`config.mk`:
```
export PLATFORM = sky130hd
export DESIGN_NAME = particle_histogram_frame_decoder_flat
export DESIGN_NICKNAME = d
export VERILOG_FILES = /design/src/phfd_pkg.sv /design/src/phfd_if.sv /design/src/phfd_cfg_regs.sv /design/src/phfd_frame_core.sv /design/src/phfd_scale.sv /design/src/particle_histogram_frame_decoder.sv /design/src/flat_wrapper.sv
export VERILOG_INCLUDE_DIRS = /design/src /design/src/src
export SDC_FILE = /design/constraint.sdc
export NUM_CORES = 1
export LEC_CHECK = 0
export BUFFER_PORTS_ARGS = -buffer_cell sky130_fd_sc_hd__buf_2
export CORE_ASPECT_RATIO = 0.6
export CORE_MARGIN = 1.5
export CORE_UTILIZATION = 60
export CTS_CLUSTER_DIAMETER = 150
export CTS_CLUSTER_SIZE = 40
export DETAILED_ROUTE_END_ITERATION = 16
export PLACE_DENSITY = 0.8
export SETUP_SLACK_MARGIN = 0.15
export SLEW_MARGIN = 15
export SYNTH_ARGS = -nofsm -noshare
export SYNTH_HDL_FRONTEND = slang
export SYNTH_SLANG_ARGS = --single-unit
```
`constraint.sdc`:
```
create_clock -name clk -period 16.9 [get_ports clk]
set_input_delay 4.225 -clock clk [delete_from_list [all_inputs] [get_ports clk]]
set_output_delay 4.225 -clock clk [all_outputs]
set_load 0.01 [all_outputs]
```
`src/particle_histogram_frame_decoder_defines.svh`:
```
// Assertion macros shared by the histogram frame decoder RTL.
`ifndef PARTICLE_HISTOGRAM_FRAME_DECODER_DEFINES_SVH
`define PARTICLE_HISTOGRAM_FRAME_DECODER_DEFINES_SVH

// Same-cycle implication, sampled on clk and disabled while rst_n is low.
`define PHFD_ASSERT_IMPLIES(label, ante, cons, msg) \
    label: assert property (@(posedge clk) disable iff (!rst_n) (ante) |-> (cons)) \
        else $error(msg);

// Next-cycle implication, sampled on clk and disabled while rst_n is low.
`define PHFD_ASSERT_NEXT(label, ante, cons, msg) \
    label: assert property (@(posedge clk) disable iff (!rst_n) (ante) |=> (cons)) \
        else $error(msg);

`endif

```
`src/phfd_pkg.sv`:
```
// Shared constants, field codes and types of the histogram frame decoder.
package phfd_pkg;

    localparam int FRAME_BYTES = 64;
    localparam int POS_W       = $clog2(FRAME_BYTES) + 1;
    localparam int PADDR_W     = 3;

    localparam logic [15:0] CRC_POLY_RESET = 16'hA001;
    localparam logic [15:0] CRC_INIT_RESET = 16'hFFFF;

    // Register indexes on the configuration port.
    localparam logic REG_CRC_POLY = 1'b0;
    localparam logic REG_CRC_INIT = 1'b1;

    // Field codes.
    localparam logic [4:0] CODE_BIN0     = 5'd0;
    localparam logic [4:0] CODE_TOF0     = 5'd16;
    localparam logic [4:0] CODE_FLOW     = 5'd20;
    localparam logic [4:0] CODE_TEMP     = 5'd21;
    localparam logic [4:0] CODE_HUMIDITY = 5'd22;
    localparam logic [4:0] CODE_PERIOD   = 5'd23;
    localparam logic [4:0] CODE_REJECT0  = 5'd24;
    localparam logic [4:0] CODE_PM0      = 5'd26;
    localparam logic [4:0] CODE_CHECKSUM = 5'd29;

    typedef struct packed {
        logic [15:0] poly;
        logic [15:0] init;
    } phfd_cfg_t;

    typedef struct packed {
        logic        done;
        logic [4:0]  code;
        logic [31:0] raw;
        logic [15:0] crc;
    } phfd_result_t;

endpackage

```
`src/phfd_if.sv`:
```
// Handshake channels of the histogram frame decoder: frame bytes in, fields out.
interface phfd_byte_if;
    logic       valid;
    logic       ready;
    logic [7:0] frame_byte;
    logic       frame_start;

    modport source (output valid, output frame_byte, output frame_start, input ready);
    modport sink   (input valid, input frame_byte, input frame_start, output ready);
endinterface

interface phfd_field_if;
    logic               valid;
    logic               ready;
    logic [4:0]         field_code;
    logic [31:0]        raw_value;
    logic signed [14:0] scaled_value;
    logic [15:0]        crc_value;

    modport source (output valid, output field_code, output raw_value,
                    output scaled_value, output crc_value, input ready);
    modport sink   (input valid, input field_code, input raw_value,
                    input scaled_value, input crc_value, output ready);
endinterface

```
`src/phfd_cfg_regs.sv`:
```
// APB register file holding the CRC polynomial and CRC start value.
module phfd_cfg_regs (
    input  logic                        clk,
    input  logic                        rst_n,
    input  logic                        psel,
    input  logic                        penable,
    input  logic                        pwrite,
    input  logic [phfd_pkg::PADDR_W-1:0] paddr,
    input  logic [31:0]                 pwdata,
    output logic [31:0]                 prdata,
    output logic                        pready,
    output phfd_pkg::phfd_cfg_t         cfg
);
    import phfd_pkg::*;

    logic [15:0] poly_reg;
    logic [15:0] init_reg;
    logic        wr_en;
    logic        reg_index;

    assign pready    = 1'b1;
    assign wr_en     = psel && penable && pwrite && pready;
    assign reg_index = paddr[2];

    always_ff @(posedge clk or negedge rst_n)
    begin
        if (!rst_n)
        begin
            poly_reg <= CRC_POLY_RESET;
            init_reg <= CRC_INIT_RESET;
        end
        else if (wr_en && paddr[PADDR_W-1:2] == (PADDR_W-2)'(0) + (PADDR_W-2)'(reg_index))
        begin
            case (reg_index)
                REG_CRC_POLY: poly_reg <= pwdata[15:0];
                REG_CRC_INIT: init_reg <= pwdata[15:0];
                default:      poly_reg <= poly_reg;
            endcase
        end
    end

    always_comb
    begin
        case (reg_index)
            REG_CRC_POLY: prdata = {16'h0000, poly_reg};
            REG_CRC_INIT: prdata = {16'h0000, init_reg};
            default:      prdata = 32'h0000_0000;
        endcase
    end

    assign cfg.poly = poly_reg;
    assign cfg.init = init_reg;

endmodule

```
`src/phfd_frame_core.sv`:
```
// Byte position, field assembler and running CRC; decodes one byte per advance.
module phfd_frame_core (
    input  logic                   clk,
    input  logic                   rst_n,
    input  logic                   advance,
    input  logic [7:0]             frame_byte,
    input  logic                   frame_start,
    input  phfd_pkg::phfd_cfg_t    cfg,
    output phfd_pkg::phfd_result_t result
);
    import phfd_pkg::*;

    typedef enum logic [1:0] {
        LEN1 = 2'd0,
        LEN2 = 2'd1,
        LEN4 = 2'd2
    } len_t;

    // Reflected CRC over one byte, one shift per bit.
    function automatic logic [15:0] crc_update(input logic [15:0] crc_in,
                                               input logic [7:0]  b,
                                               input logic [15:0] poly);
        logic [15:0] c;
        c = crc_in ^ {8'h00, b};
        for (int i = 0; i < 8; i++)
        begin
            c = c[0] ? ((c >> 1) ^ poly) : (c >> 1);
        end
        return c;
    endfunction

    logic [POS_W-1:0] pos_reg, pos_next, pos_eff;
    logic [15:0]      crc_reg, crc_next, crc_eff, crc_new;
    logic [23:0]      asm_reg, asm_next, asm_eff;
    logic [POS_W-2:0] p;
    logic [POS_W-2:0] pm_off;
    logic             in_frame;
    logic             done;
    logic             big;
    logic [4:0]       code;
    len_t             len;
    logic [31:0]      raw;

    assign pos_eff  = frame_start ? '0 : pos_reg;
    assign crc_eff  = frame_start ? cfg.init : crc_reg;
    assign asm_eff  = frame_start ? 24'h0 : asm_reg;
    assign in_frame = (pos_eff < POS_W'(FRAME_BYTES));
    assign p        = pos_eff[POS_W-2:0];
    assign pm_off   = p - (POS_W-1)'(50);
    assign crc_new  = crc_update(crc_eff, frame_byte, cfg.poly);

    always_comb
    begin
        done = 1'b0;
        big  = 1'b0;
        code = CODE_BIN0;
        len  = LEN2;
        case (p) inside
            [6'd0:6'd31]:
            begin
                done = p[0];
                code = CODE_BIN0 + 5'(p[4:1]);
            end
            [6'd32:6'd35]:
            begin
                done = 1'b1;
                code = CODE_TOF0 + 5'(p[1:0]);
                len  = LEN1;
            end
            [6'd36:6'd39]:
            begin
                done = (p == 6'd39);
                code = CODE_FLOW;
                len  = LEN4;
            end
            [6'd40:6'd41]:
            begin
                done = (p == 6'd41);
                code = CODE_TEMP;
            end
            [6'd42:6'd43]:
            begin
                done = (p == 6'd43);
                code = CODE_HUMIDITY;
                big  = 1'b1;
            end
            [6'd44:6'd47]:
            begin
                done = (p == 6'd47);
                code = CODE_PERIOD;
                len  = LEN4;
            end
            [6'd48:6'd49]:
            begin
                done = 1'b1;
                code = CODE_REJECT0 + 5'(p[0]);
                len  = LEN1;
            end
            [6'd50:6'd61]:
            begin
                done = (pm_off[1:0] == 2'b11);
                code = CODE_PM0 + 5'(pm_off[3:2]);
                len  = LEN4;
            end
            default:
            begin
                done = (p == 6'd63);
                code = CODE_CHECKSUM;
                big  = 1'b1;
            end
        endcase
    end

    always_comb
    begin
        case (len)
            LEN1:    raw = {24'h0, frame_byte};
            LEN2:    raw = big ? {16'h0, asm_eff[7:0], frame_byte}
                               : {16'h0, frame_byte, asm_eff[7:0]};
            LEN4:    raw = {frame_byte, asm_eff[7:0], asm_eff[15:8], asm_eff[23:16]};
            default: raw = 32'h0;
        endcase
    end

    always_comb
    begin
        pos_next = pos_eff;
        crc_next = crc_eff;
        asm_next = asm_eff;
        if (in_frame)
        begin
            pos_next = pos_eff + POS_W'(1);
            crc_next = crc_new;
            asm_next = done ? 24'h0 : {asm_eff[15:0], frame_byte};
        end
    end

    always_ff @(posedge clk or negedge rst_n)
    begin
        if (!rst_n)
        begin
            pos_reg <= POS_W'(FRAME_BYTES);
            crc_reg <= CRC_INIT_RESET;
            asm_reg <= 24'h0;
        end
        else if (advance)
        begin
            pos_reg <= pos_next;
            crc_reg <= crc_next;
            asm_reg <= asm_next;
        end
    end

    assign result.done = in_frame && done;
    assign result.code = code;
    assign result.raw  = raw;
    assign result.crc  = (code == CODE_CHECKSUM) ? crc_new : 16'h0000;

endmodule

```
`src/phfd_scale.sv`:
```
// Temperature and humidity scaling to hundredths, dividing by 65535 without a divider.
module phfd_scale (
    input  logic [4:0]         code,
    input  logic [15:0]        raw,
    output logic signed [14:0] scaled_value
);
    import phfd_pkg::*;

    localparam logic [14:0]        TEMP_SPAN   = 15'd17500;
    localparam logic [14:0]        HUM_SPAN    = 15'd10000;
    localparam logic signed [15:0] TEMP_OFFSET = -16'sd4500;
    localparam logic [31:0]        DIVISOR     = 32'd65535;

    logic [14:0]        span;
    logic [30:0]        product;
    logic [31:0]        sum_est;
    logic [15:0]        q_est;
    logic [31:0]        rem;
    logic [14:0]        quotient;
    logic signed [15:0] total;

    assign span    = (code == CODE_TEMP) ? TEMP_SPAN : HUM_SPAN;
    assign product = raw * span;

    // n/65535 is close to (n + n/65536)/65536; the estimate is at most one low,
    // and the remainder check fixes that.
    assign sum_est = {1'b0, product} + {17'h0, product[30:16]};
    assign q_est   = sum_est[31:16];
    assign rem     = {1'b0, product} - {q_est, 16'h0000} + {16'h0000, q_est};
    assign quotient = (rem >= DIVISOR) ? 15'(q_est + 16'd1) : q_est[14:0];

    always_comb
    begin
        case (code)
            CODE_TEMP:     total = TEMP_OFFSET + signed'({1'b0, quotient});
            CODE_HUMIDITY: total = signed'({1'b0, quotient});
            default:       total = 16'sd0;
        endcase
    end

    assign scaled_value = total[14:0];

endmodule

```
`src/particle_histogram_frame_decoder.sv`:
```
// Top level of the histogram frame decoder: input stage, decode core, result register.
//
//   channel   | dir | handshake        | beat
//   byte_in   | in  | valid/ready      | frame_byte, frame_start
//   field_out | out | valid/ready      | field_code, raw_value, scaled_value, crc_value
//   apb       | in  | psel/penable     | crc_polynomial at 0x0, crc_initial at 0x4
//
// One byte per cycle sustained while field_out is ready. The byte is registered in the
// input stage, then CRC update, field decode and scaling run combinationally into
// the result register. A stalled result holds the input stage; the input still
// takes a beat while its stage is empty or moves on. Reset puts the block outside a
// frame, waiting for a frame start; there is no clearing pass.
`include "particle_histogram_frame_decoder_defines.svh"

module particle_histogram_frame_decoder (
    input  logic                         clk,
    input  logic                         rst_n,
    phfd_byte_if.sink                    byte_in,
    phfd_field_if.source                 field_out,
    input  logic                         psel,
    input  logic                         penable,
    input  logic                         pwrite,
    input  logic [phfd_pkg::PADDR_W-1:0] paddr,
    input  logic [31:0]                  pwdata,
    output logic [31:0]                  prdata,
    output logic                         pready
);
    import phfd_pkg::*;

    phfd_cfg_t          cfg;
    phfd_result_t       result;
    logic signed [14:0] scaled;

    logic               s1_valid_reg;
    logic [7:0]         s1_byte_reg;
    logic               s1_start_reg;
    logic               s1_adv;

    logic               out_valid_reg;
    logic [4:0]         out_code_reg;
    logic [31:0]        out_raw_reg;
    logic signed [14:0] out_scaled_reg;
    logic [15:0]        out_crc_reg;

    phfd_cfg_regs u_cfg_regs (
        .clk     (clk),
        .rst_n   (rst_n),
        .psel    (psel),
        .penable (penable),
        .pwrite  (pwrite),
        .paddr   (paddr),
        .pwdata  (pwdata),
        .prdata  (prdata),
        .pready  (pready),
        .cfg     (cfg)
    );

    assign s1_adv        = s1_valid_reg && (!out_valid_reg || field_out.ready);
    assign byte_in.ready = !s1_valid_reg || s1_adv;

    always_ff @(posedge clk or negedge rst_n)
    begin
        if (!rst_n)
        begin
            s1_valid_reg <= 1'b0;
        end
        else if (byte_in.valid && byte_in.ready)
        begin
            s1_valid_reg <= 1'b1;
        end
        else if (s1_adv)
        begin
            s1_valid_reg <= 1'b0;
        end
    end

    always_ff @(posedge clk)
    begin
        if (byte_in.valid && byte_in.ready)
        begin
            s1_byte_reg  <= byte_in.frame_byte;
            s1_start_reg <= byte_in.frame_start;
        end
    end

    phfd_frame_core u_frame_core (
        .clk         (clk),
        .rst_n       (rst_n),
        .advance     (s1_adv),
        .frame_byte  (s1_byte_reg),
        .frame_start (s1_start_reg),
        .cfg         (cfg),
        .result      (result)
    );

    phfd_scale u_scale (
        .code         (result.code),
        .raw          (result.raw[15:0]),
        .scaled_value (scaled)
    );

    always_ff @(posedge clk or negedge rst_n)
    begin
        if (!rst_n)
        begin
            out_valid_reg <= 1'b0;
        end
        else if (s1_adv)
        begin
            out_valid_reg <= result.done;
        end
        else if (field_out.ready)
        begin
            out_valid_reg <= 1'b0;
        end
    end

    always_ff @(posedge clk)
    begin
        if (s1_adv && result.done)
        begin
            out_code_reg   <= result.code;
            out_raw_reg    <= result.raw;
            out_scaled_reg <= scaled;
            out_crc_reg    <= result.crc;
        end
    end

    assign field_out.valid        = out_valid_reg;
    assign field_out.field_code   = out_code_reg;
    assign field_out.raw_value    = out_raw_reg;
    assign field_out.scaled_value = out_scaled_reg;
    assign field_out.crc_value    = out_crc_reg;

    `PHFD_ASSERT_IMPLIES(a_crc_only_on_checksum, field_out.valid && field_out.field_code != CODE_CHECKSUM, field_out.crc_value == 16'h0000, "CRC reported on a field other than the checksum")
    `PHFD_ASSERT_IMPLIES(a_scaled_only_temp_hum, field_out.valid && field_out.field_code != CODE_TEMP && field_out.field_code != CODE_HUMIDITY, field_out.scaled_value == 15'sd0, "scaled value set on an unscaled field")
    `PHFD_ASSERT_IMPLIES(a_temp_floor, field_out.valid && field_out.field_code == CODE_TEMP, field_out.scaled_value >= -15'sd4500, "temperature below the scale floor")
    `PHFD_ASSERT_IMPLIES(a_stall_only_when_full, !byte_in.ready, s1_valid_reg && out_valid_reg && !field_out.ready, "input stalled while a stage is free")
    `PHFD_ASSERT_NEXT(a_result_from_stage, field_out.valid && !$past(field_out.valid), $past(s1_valid_reg, 2), "result appeared without a registered beat")

endmodule

```
`src/flat_wrapper.sv`:
```
// flat-port wrapper written by rule: the top's interface ports become plain ports
module particle_histogram_frame_decoder_flat import phfd_pkg::*;
  (clk, rst_n, psel, penable, pwrite, paddr, pwdata, prdata, pready, byte_in_valid, byte_in_frame_byte, byte_in_frame_start, byte_in_ready, field_out_valid, field_out_field_code, field_out_raw_value, field_out_scaled_value, field_out_crc_value, field_out_ready);
  phfd_byte_if byte_in_i ();
  phfd_field_if field_out_i ();
  input  logic clk;
  input  logic rst_n;
  input  logic psel;
  input  logic penable;
  input  logic pwrite;
  input  logic [phfd_pkg::PADDR_W-1:0] paddr;
  input  logic [31:0] pwdata;
  output logic [31:0] prdata;
  output logic pready;
  input wire logic [$bits(byte_in_i.valid)-1:0] byte_in_valid;
  input wire logic [$bits(byte_in_i.frame_byte)-1:0] byte_in_frame_byte;
  input wire logic [$bits(byte_in_i.frame_start)-1:0] byte_in_frame_start;
  output wire logic [$bits(byte_in_i.ready)-1:0] byte_in_ready;
  output wire logic [$bits(field_out_i.valid)-1:0] field_out_valid;
  output wire logic [$bits(field_out_i.field_code)-1:0] field_out_field_code;
  output wire logic [$bits(field_out_i.raw_value)-1:0] field_out_raw_value;
  output wire logic [$bits(field_out_i.scaled_value)-1:0] field_out_scaled_value;
  output wire logic [$bits(field_out_i.crc_value)-1:0] field_out_crc_value;
  input wire logic [$bits(field_out_i.ready)-1:0] field_out_ready;
  assign byte_in_i.valid = byte_in_valid;
  assign byte_in_i.frame_byte = byte_in_frame_byte;
  assign byte_in_i.frame_start = byte_in_frame_start;
  assign byte_in_ready = byte_in_i.ready;
  assign field_out_valid = field_out_i.valid;
  assign field_out_field_code = field_out_i.field_code;
  assign field_out_raw_value = field_out_i.raw_value;
  assign field_out_scaled_value = field_out_i.scaled_value;
  assign field_out_crc_value = field_out_i.crc_value;
  assign field_out_i.ready = field_out_ready;
  particle_histogram_frame_decoder u_core (.clk(clk), .rst_n(rst_n), .byte_in(byte_in_i), .field_out(field_out_i), .psel(psel), .penable(penable), .pwrite(pwrite), .paddr(paddr), .pwdata(pwdata), .prdata(prdata), .pready(pready));
endmodule
```
==> impl_results.md, run 1 <==
- Finished Layout Cells: 2,562
- Fillcell total: 2,272
- Post-synthesis sequential area ratio: 24.6%
- Synth cell types: 101
- Slew @ Worst Pin: 1250 ps
- Crit-path slowest cell: fa_1
- Initial detailed-routing violation count: 1,883
- Die ar.: 30,800 um^2
- Primary FF master, synth: edfxtp_1
- Total gr overflow: 0
- Critical Path End: u_core.field_out.scaled_value[14]
- R2R depth: 62
- Core area: 29,000 um^2
- Clock-pin slew on the worst setup and hold paths: 70 ps
- Die width: 226 um
- Via count: 15,500
- Cell Rows: 48
- HPWL Detailed: 41.7 mm
- Vias in the first global route: 14,500
- First-pass GRT wire length: 78.9 mm
- WS Path Type: reg -> reg
- Req. time, crit path: 17,090 ps
- Cts hold-fix bufs: 0
- Port Buffers: 118
- Initial antenna violation count: 1
- FFs w/ async S/R, synth: 51.3%
- Clk_lat worst skew: 440 ps
- Crit-path max cell delay: 540 ps
- FF-to-FF End: u_core.field_out.scaled_value[14]
- Hold Violations, Final: 0
- Yosys Warn Count: 0
- Layout area overhead: 11.8%
- Vias/cell: 6.04
- Bufs on Longest Clock Path: 2
- Total Routing Usage GR: 33.4%
- Final min period: 16,200 ps
- Status: complete, no violations
- CP endpoint kind: flip-flop
- WL final: 51.8 mm
- Setup violators final: 0
- Remaining DRCs: 0
- Largest net degree at the start of global routing: 61
- Share of cells above drive strength 1: 17.3%
- Critical path peak fanout: 15
- Synth Cell Area: 17,800 um^2
- Setup TNS Final: 0 ps
- I/O pins: 154
- DRT Pass-1 Iters: 6
- Setup Skew: 15.1 ps
- Gpl congestion: 1.01
- Fin. max-slew vios: 0
- Layout Nets: 2,483
- Chip height: 137 um
- Htree depth: 4
- Achievable Freq: 61.7 MHz
- Total CTS buffers: 17
- CTS tree: yes
- Post-synthesis register bit count: 158
- Flop2flop setup slack: 700 ps
- Mean post-synth cell area: 8.97 um^2
- Critical R2R Launch: u_core.s1_start_reg
- Final Cycle Share: 95.9%
- Slew HR: 16.4%
- WP data arrival: 16,390 ps
- Crit path launch type: flip-flop
- Max reg flops: 32
- Worst min-delay path class: reg -> reg
- Unrepaired setup endpoints after global routing: no
- Final Cell Area: 20,000 um^2
- Area after DPL: 19,200 um^2
- Placed Cells: 2,523
- Initial core utilization: 61.5%
- Max Cap Viol: 0
- Routed WL per cell: 20.2 um
- Antenna viol nets, final: 0
- Crit path launch: u_core.s1_start_reg
- EDFF count, synth: 77
- Post-Synthesis Cells: 1,990
- Sink Count: 158
- Root buffer cell: clkbuf_16
- Most common cell on crit path: ha_1
-- worst min path at each step --
stage                                     from                               to  cells past startpoint
2_1_floorplan   u_core.u_frame_core.asm_reg[0]   u_core.u_frame_core.asm_reg[0]                      2
3_3_place_gp   u_core.u_frame_core.crc_reg[10]  u_core.u_frame_core.crc_reg[10]                      2
3_5_place_dp    u_core.u_frame_core.crc_reg[8]   u_core.u_frame_core.crc_reg[8]                      2
4_1_cts         u_core.u_frame_core.crc_reg[8]   u_core.u_frame_core.crc_reg[8]                      2
5_1_grt        u_core.u_frame_core.crc_reg[12]  u_core.u_frame_core.crc_reg[12]                      2
6_report        u_core.u_frame_core.crc_reg[8]   u_core.u_frame_core.crc_reg[8]                      2
-- cell type report --
type / instances / area (um^2) / share of cell area [%]
multi-input combinational: 1586 / 12600 / 63.2
sequential: 158 / 4380 / 22.0
timing repair buffer: 186 / 1110 / 5.59
inverter: 199 / 747 / 3.74
tap: 400 / 500 / 2.51
clock buffer: 17 / 425 / 2.13
clock inverter: 15 / 168 / 0.840
antenna: 1 / 2.50 / 0.0125
-- worst max-delay path: cells and delay by family, from the launching register on --
kind / cells / cell delay (ps)
simple gates: 23 / 5320
fa+ha+maj: 12 / 4430
compound gates: 16 / 3990
buf+inv: 9 / 1410
flops: 1 / 530
xor+xnor: 1 / 160
mux: 1 / 110
-- layout by cell type (no fill, tap or decap), types with 11 or more instances in the layout --
cell type	netlist	final
nand2_1	287	287
inv_1	197	196
ha_1	194	192
xnor2_1	155	155
buf_2	4	117
fa_1	90	90
o21ai_0	96	89
nor2_1	80	78
edfxtp_1	77	77
a21oi_1	75	70
buf_4	18	66
mux2_2	49	49
conb_1	2	46
dfrtp_1	45	45
and2_1	40	40
mux2i_1	38	38
dfstp_2	36	36
nor3_1	30	28
nand3_1	28	27
nor2b_1	23	22
xor2_1	21	21
and3_1	21	20
a21o_1	17	17
a22o_1	17	17
clkbuf_16	0	17
or2_2	16	16
nand4_1	16	16
nand2b_1	15	15
o21a_1	14	14
o21ai_1	11	12
o211ai_1	11	11
-- routing by layer --
layer	routed length, um	part of all wire (%)	GRT usage (%)	vias up
li1	-	-	-	7154
met1	23900	46	51.8	7440
met2	20100	39	43.7	818
met3	7090	14	12.1	66
met4	653	1.3	5.97	0
met5	0	0	0	-
-- synth_stat cells (all sizes together), types with 36 or more instances --
cell type / count / area share, %
mux2i: 38 / 2.1
ha: 194 / 14
and2: 41 / 1.4
nand2: 287 / 6.0
a21oi: 76 / 2.2
edfxtp: 77 / 13
o21ai: 108 / 3.0
inv: 198 / 4.2
nor2: 81 / 1.7
xnor2: 156 / 7.7
fa: 90 / 10
mux2: 50 / 3.2
dfrtp: 45 / 6.3
clkbuf: 65 / 1.4
dfstp: 36 / 5.3
-- repair_timing --
action,in CTS,in global routing
resized for setup,0,39
endpoints found under the setup margin,0,11
setup buffers,0,5
-- logic make-up (layout without fill, tap and decap cells) --
group                      Yosys count  after routing  share of synthesized area (%)
and+or+nand+nor                    624            624                           16.9
AOI/OAI and AO/OA                  365            365                           14.0
buffers and inverters              290            417                           6.51
adders and majority gates          284            284                           23.7
xor gates and xnor gates           179            179                           8.99
DFF                                158            158                           24.6
muxes                               88             88                           5.31
other                                2             47                         0.0421
-- metrics by stage --
stage          hold WS (ps)  utilization (%)  setup slack, ps
2_1_floorplan           441                -             1700
3_3_place_gp            450             66.1              452
3_5_place_dp            456             66.1              420
4_1_cts                 466             68.1              340
5_1_grt                 486             68.8             29.2
6_report                468             68.8              696
Power of run 1 is not shown: default switching activity piles up to over one toggle a cycle in this logic, so the estimate is an artifact.
==> run 2, diff against run 1 <==
--- a/config.mk
+++ b/config.mk
@@ -7,7 +7,6 @@
 export NUM_CORES = 1
 export LEC_CHECK = 0
 export BUFFER_PORTS_ARGS = -buffer_cell sky130_fd_sc_hd__buf_2
-export CORE_ASPECT_RATIO = 0.6
 export CORE_MARGIN = 1.5
 export CORE_UTILIZATION = 60
 export CTS_CLUSTER_DIAMETER = 150
==> constraint.sdc (replaced) <==
create_clock -name clk -period 16.9 [get_ports clk]
set_input_delay 3.38 -clock clk [delete_from_list [all_inputs] [get_ports clk]]
set_output_delay 3.38 -clock clk [all_outputs]
set_load 0.01 [all_outputs]
==> run 2 against run 1 <==
Register-to-register slack better by 130 ps. Design area down 0.83%. Sequential share of layout area up 0.19 points. Critical endpoint is now u_core.field_out.scaled_value[10]. Non-clock buffer count down 18.
==> impl_results.md, run 2 (synthesis gave the netlist of run 1 again) <==
- DRT Pass-1 Iters: 6 (unchanged)
- Core area: 29,000 um^2 (about the same)
- HPWL Detailed: 36.2 mm (was 41.7 mm)
- Slew HR: 19.6% (was 16.4%)
- Req. time, crit path: 17,070 ps (was 17,090 ps)
- Total CTS buffers: 17 (unchanged)
- Die width: 175 um (was 226 um)
- Largest net degree at the start of global routing: 69 (was 61)
- Crit-path max cell delay: 610 ps (was 540 ps)
- Fin worst setup slack: 823 ps (was 696 ps)
- Worst min-delay path class: reg -> reg (unchanged)
- Total gr overflow: 0 (unchanged)
- Total Routing Usage GR: 30.4% (was 33.4%)
- Layout Nets: 2,465 (was 2,483)
- Sink Count: 158 (unchanged)
- Die ar.: 30,800 um^2 (about the same)
- Critical path peak fanout: 8 (was 15)
- Crit path launch type: flip-flop (unchanged)
- Leading cell type in the layout, fill and taps excluded: nand2_1 (unchanged)
- Cell Rows: 62 (was 48)
- Vias/cell: 6.02 (was 6.04)
- Setup Skew: 21.8 ps (was 15.1 ps)
- Crit-path slowest cell: o21ai_0 (was fa_1)
- First-pass GRT wire length: 75.1 mm (was 78.9 mm)
- Max reg flops: 32 (unchanged)
- Cts hold-fix bufs: 0 (unchanged)
- Unrepaired setup endpoints after global routing: no (unchanged)
- Final min period: 16,080 ps (was 16,200 ps)
- Achievable Freq: 62.2 MHz (was 61.7 MHz)
- Fillcell total: 2,310 (was 2,272)
- Final Cycle Share: 95.1% (was 95.9%)
- Vias in the first global route: 14,800 (was 14,500)
- Pre-CTS setup slack: 375 ps (was 420 ps)
- Port Buffers: 118 (unchanged)
- Setup violators final: 0 (unchanged)
- N_diodes: 0 (was 1)
- Initial antenna violation count: 0 (was 1)
- Hold Violations, Final: 0 (unchanged)
- Max Cap Viol: 0 (unchanged)
- Clk_lat worst skew: 440 ps (about the same)
- WL final: 46.4 mm (was 51.8 mm)
- WS Path Type: reg -> reg (unchanged)
- Layout area overhead: 10.9% (was 11.8%)
- CTS tree: yes (unchanged)
- I/O pins: 154 (unchanged)
- Commonest cells after routing, fill and taps aside: nand2_1, inv_1, ha_1 (unchanged)
- Fin. max-slew vios: 0 (unchanged)
- Remaining DRCs: 0 (unchanged)
- Initial core utilization: 61.5% (about the same)
- Bufs on Longest Clock Path: 2 (unchanged)
- Root buffer cell: clkbuf_16 (unchanged)
- Routed WL per cell: 18.4 um (was 20.2 um)
- WP data arrival: 16,240 ps (was 16,390 ps)
- Htree depth: 4 (unchanged)
- Slew @ Worst Pin: 1200 ps (was 1250 ps)
- Setup TNS Final: 0 ps (unchanged)
- Most common cell on crit path: ha_1 (unchanged)
- Clock-pin slew on the worst setup and hold paths: 70 ps (about the same)
- Chip height: 175 um (was 137 um)
- Status: complete, no violations (unchanged)
- Via count: 15,200 (was 15,500)
- Initial detailed-routing violation count: 1,675 (was 1,883)
- Antenna viol nets, final: 0 (unchanged)
- CP endpoint kind: flip-flop (unchanged)
- Share of cells above drive strength 1: 16.4% (was 17.3%)
- Gpl congestion: 0.967 (was 1.01)
## run 2: worst paths after layout
check / startpoint / end / slack (ps) / cells after the start
setup reg to reg: u_core.s1_start_reg / u_core.field_out.scaled_value[10] / 820 / 62
min in group asynchronous: rst_n / u_core.u_frame_core.asm_reg[2] / 2840 / 1
hold reg to reg: u_core.u_frame_core.crc_reg[10] / u_core.u_frame_core.crc_reg[10] / 460 / 2
setup / recovery: u_core.s1_start_reg / u_core.field_out.scaled_value[10] / 820 / 62
max in group asynchronous: rst_n / u_core.u_cfg_regs.poly_reg[7] / 12960 / 2
hold / removal: u_core.u_frame_core.crc_reg[10] / u_core.u_frame_core.crc_reg[10] / 460 / 2
## run 2: metal layers
metal	vias to the layer above	GRT usage (%)	wire length [um]
li1	7131	-	-
met1	7335	42.3	20200
met2	650	49.4	21600
met3	97	4.22	3360
met4	0	8.90	1260
met5	-	0	0
## run 2: area by class of cell
class	instances	area, um^2	share of cell area (%)
multi-input combinational	1586	12600	63.6
sequential	158	4390	22.2
timing repair buffer	168	976	4.93
inverter	199	747	3.77
tap	384	480	2.43
clock buffer	17	425	2.15
clock inverter	15	195	0.986
## run 2: through the flow
step	utilization, %	hold WS [ps]	cell area, um^2	cells
after floorplan	-	441	18000	2034
after global placement	65.6	451	19000	2492
after detailed placement	65.6	454	19000	2492
after CTS	67.8	464	19700	2524
after global routing	68.2	469	19800	2527
final	68.2	464	19800	2527
## run 2: critical path: cells and delay by family, from the launching register on
kind	cells	cell delay [ps]
and+or+nand+nor	22	4920
adders and majority gates	13	4570
AOI/OAI and AO/OA	17	4530
buffers and inverters	7	980
DFF	1	430
muxes	2	210
xor gates and xnor gates	1	160
## run 2: what timing repair did
item / in CTS / in global routing
resized for setup: 0 / 31
setup endpoints to repair: 0 / 11
setup buffers: 0 / 2
Power of run 2 is left out for the same reason.
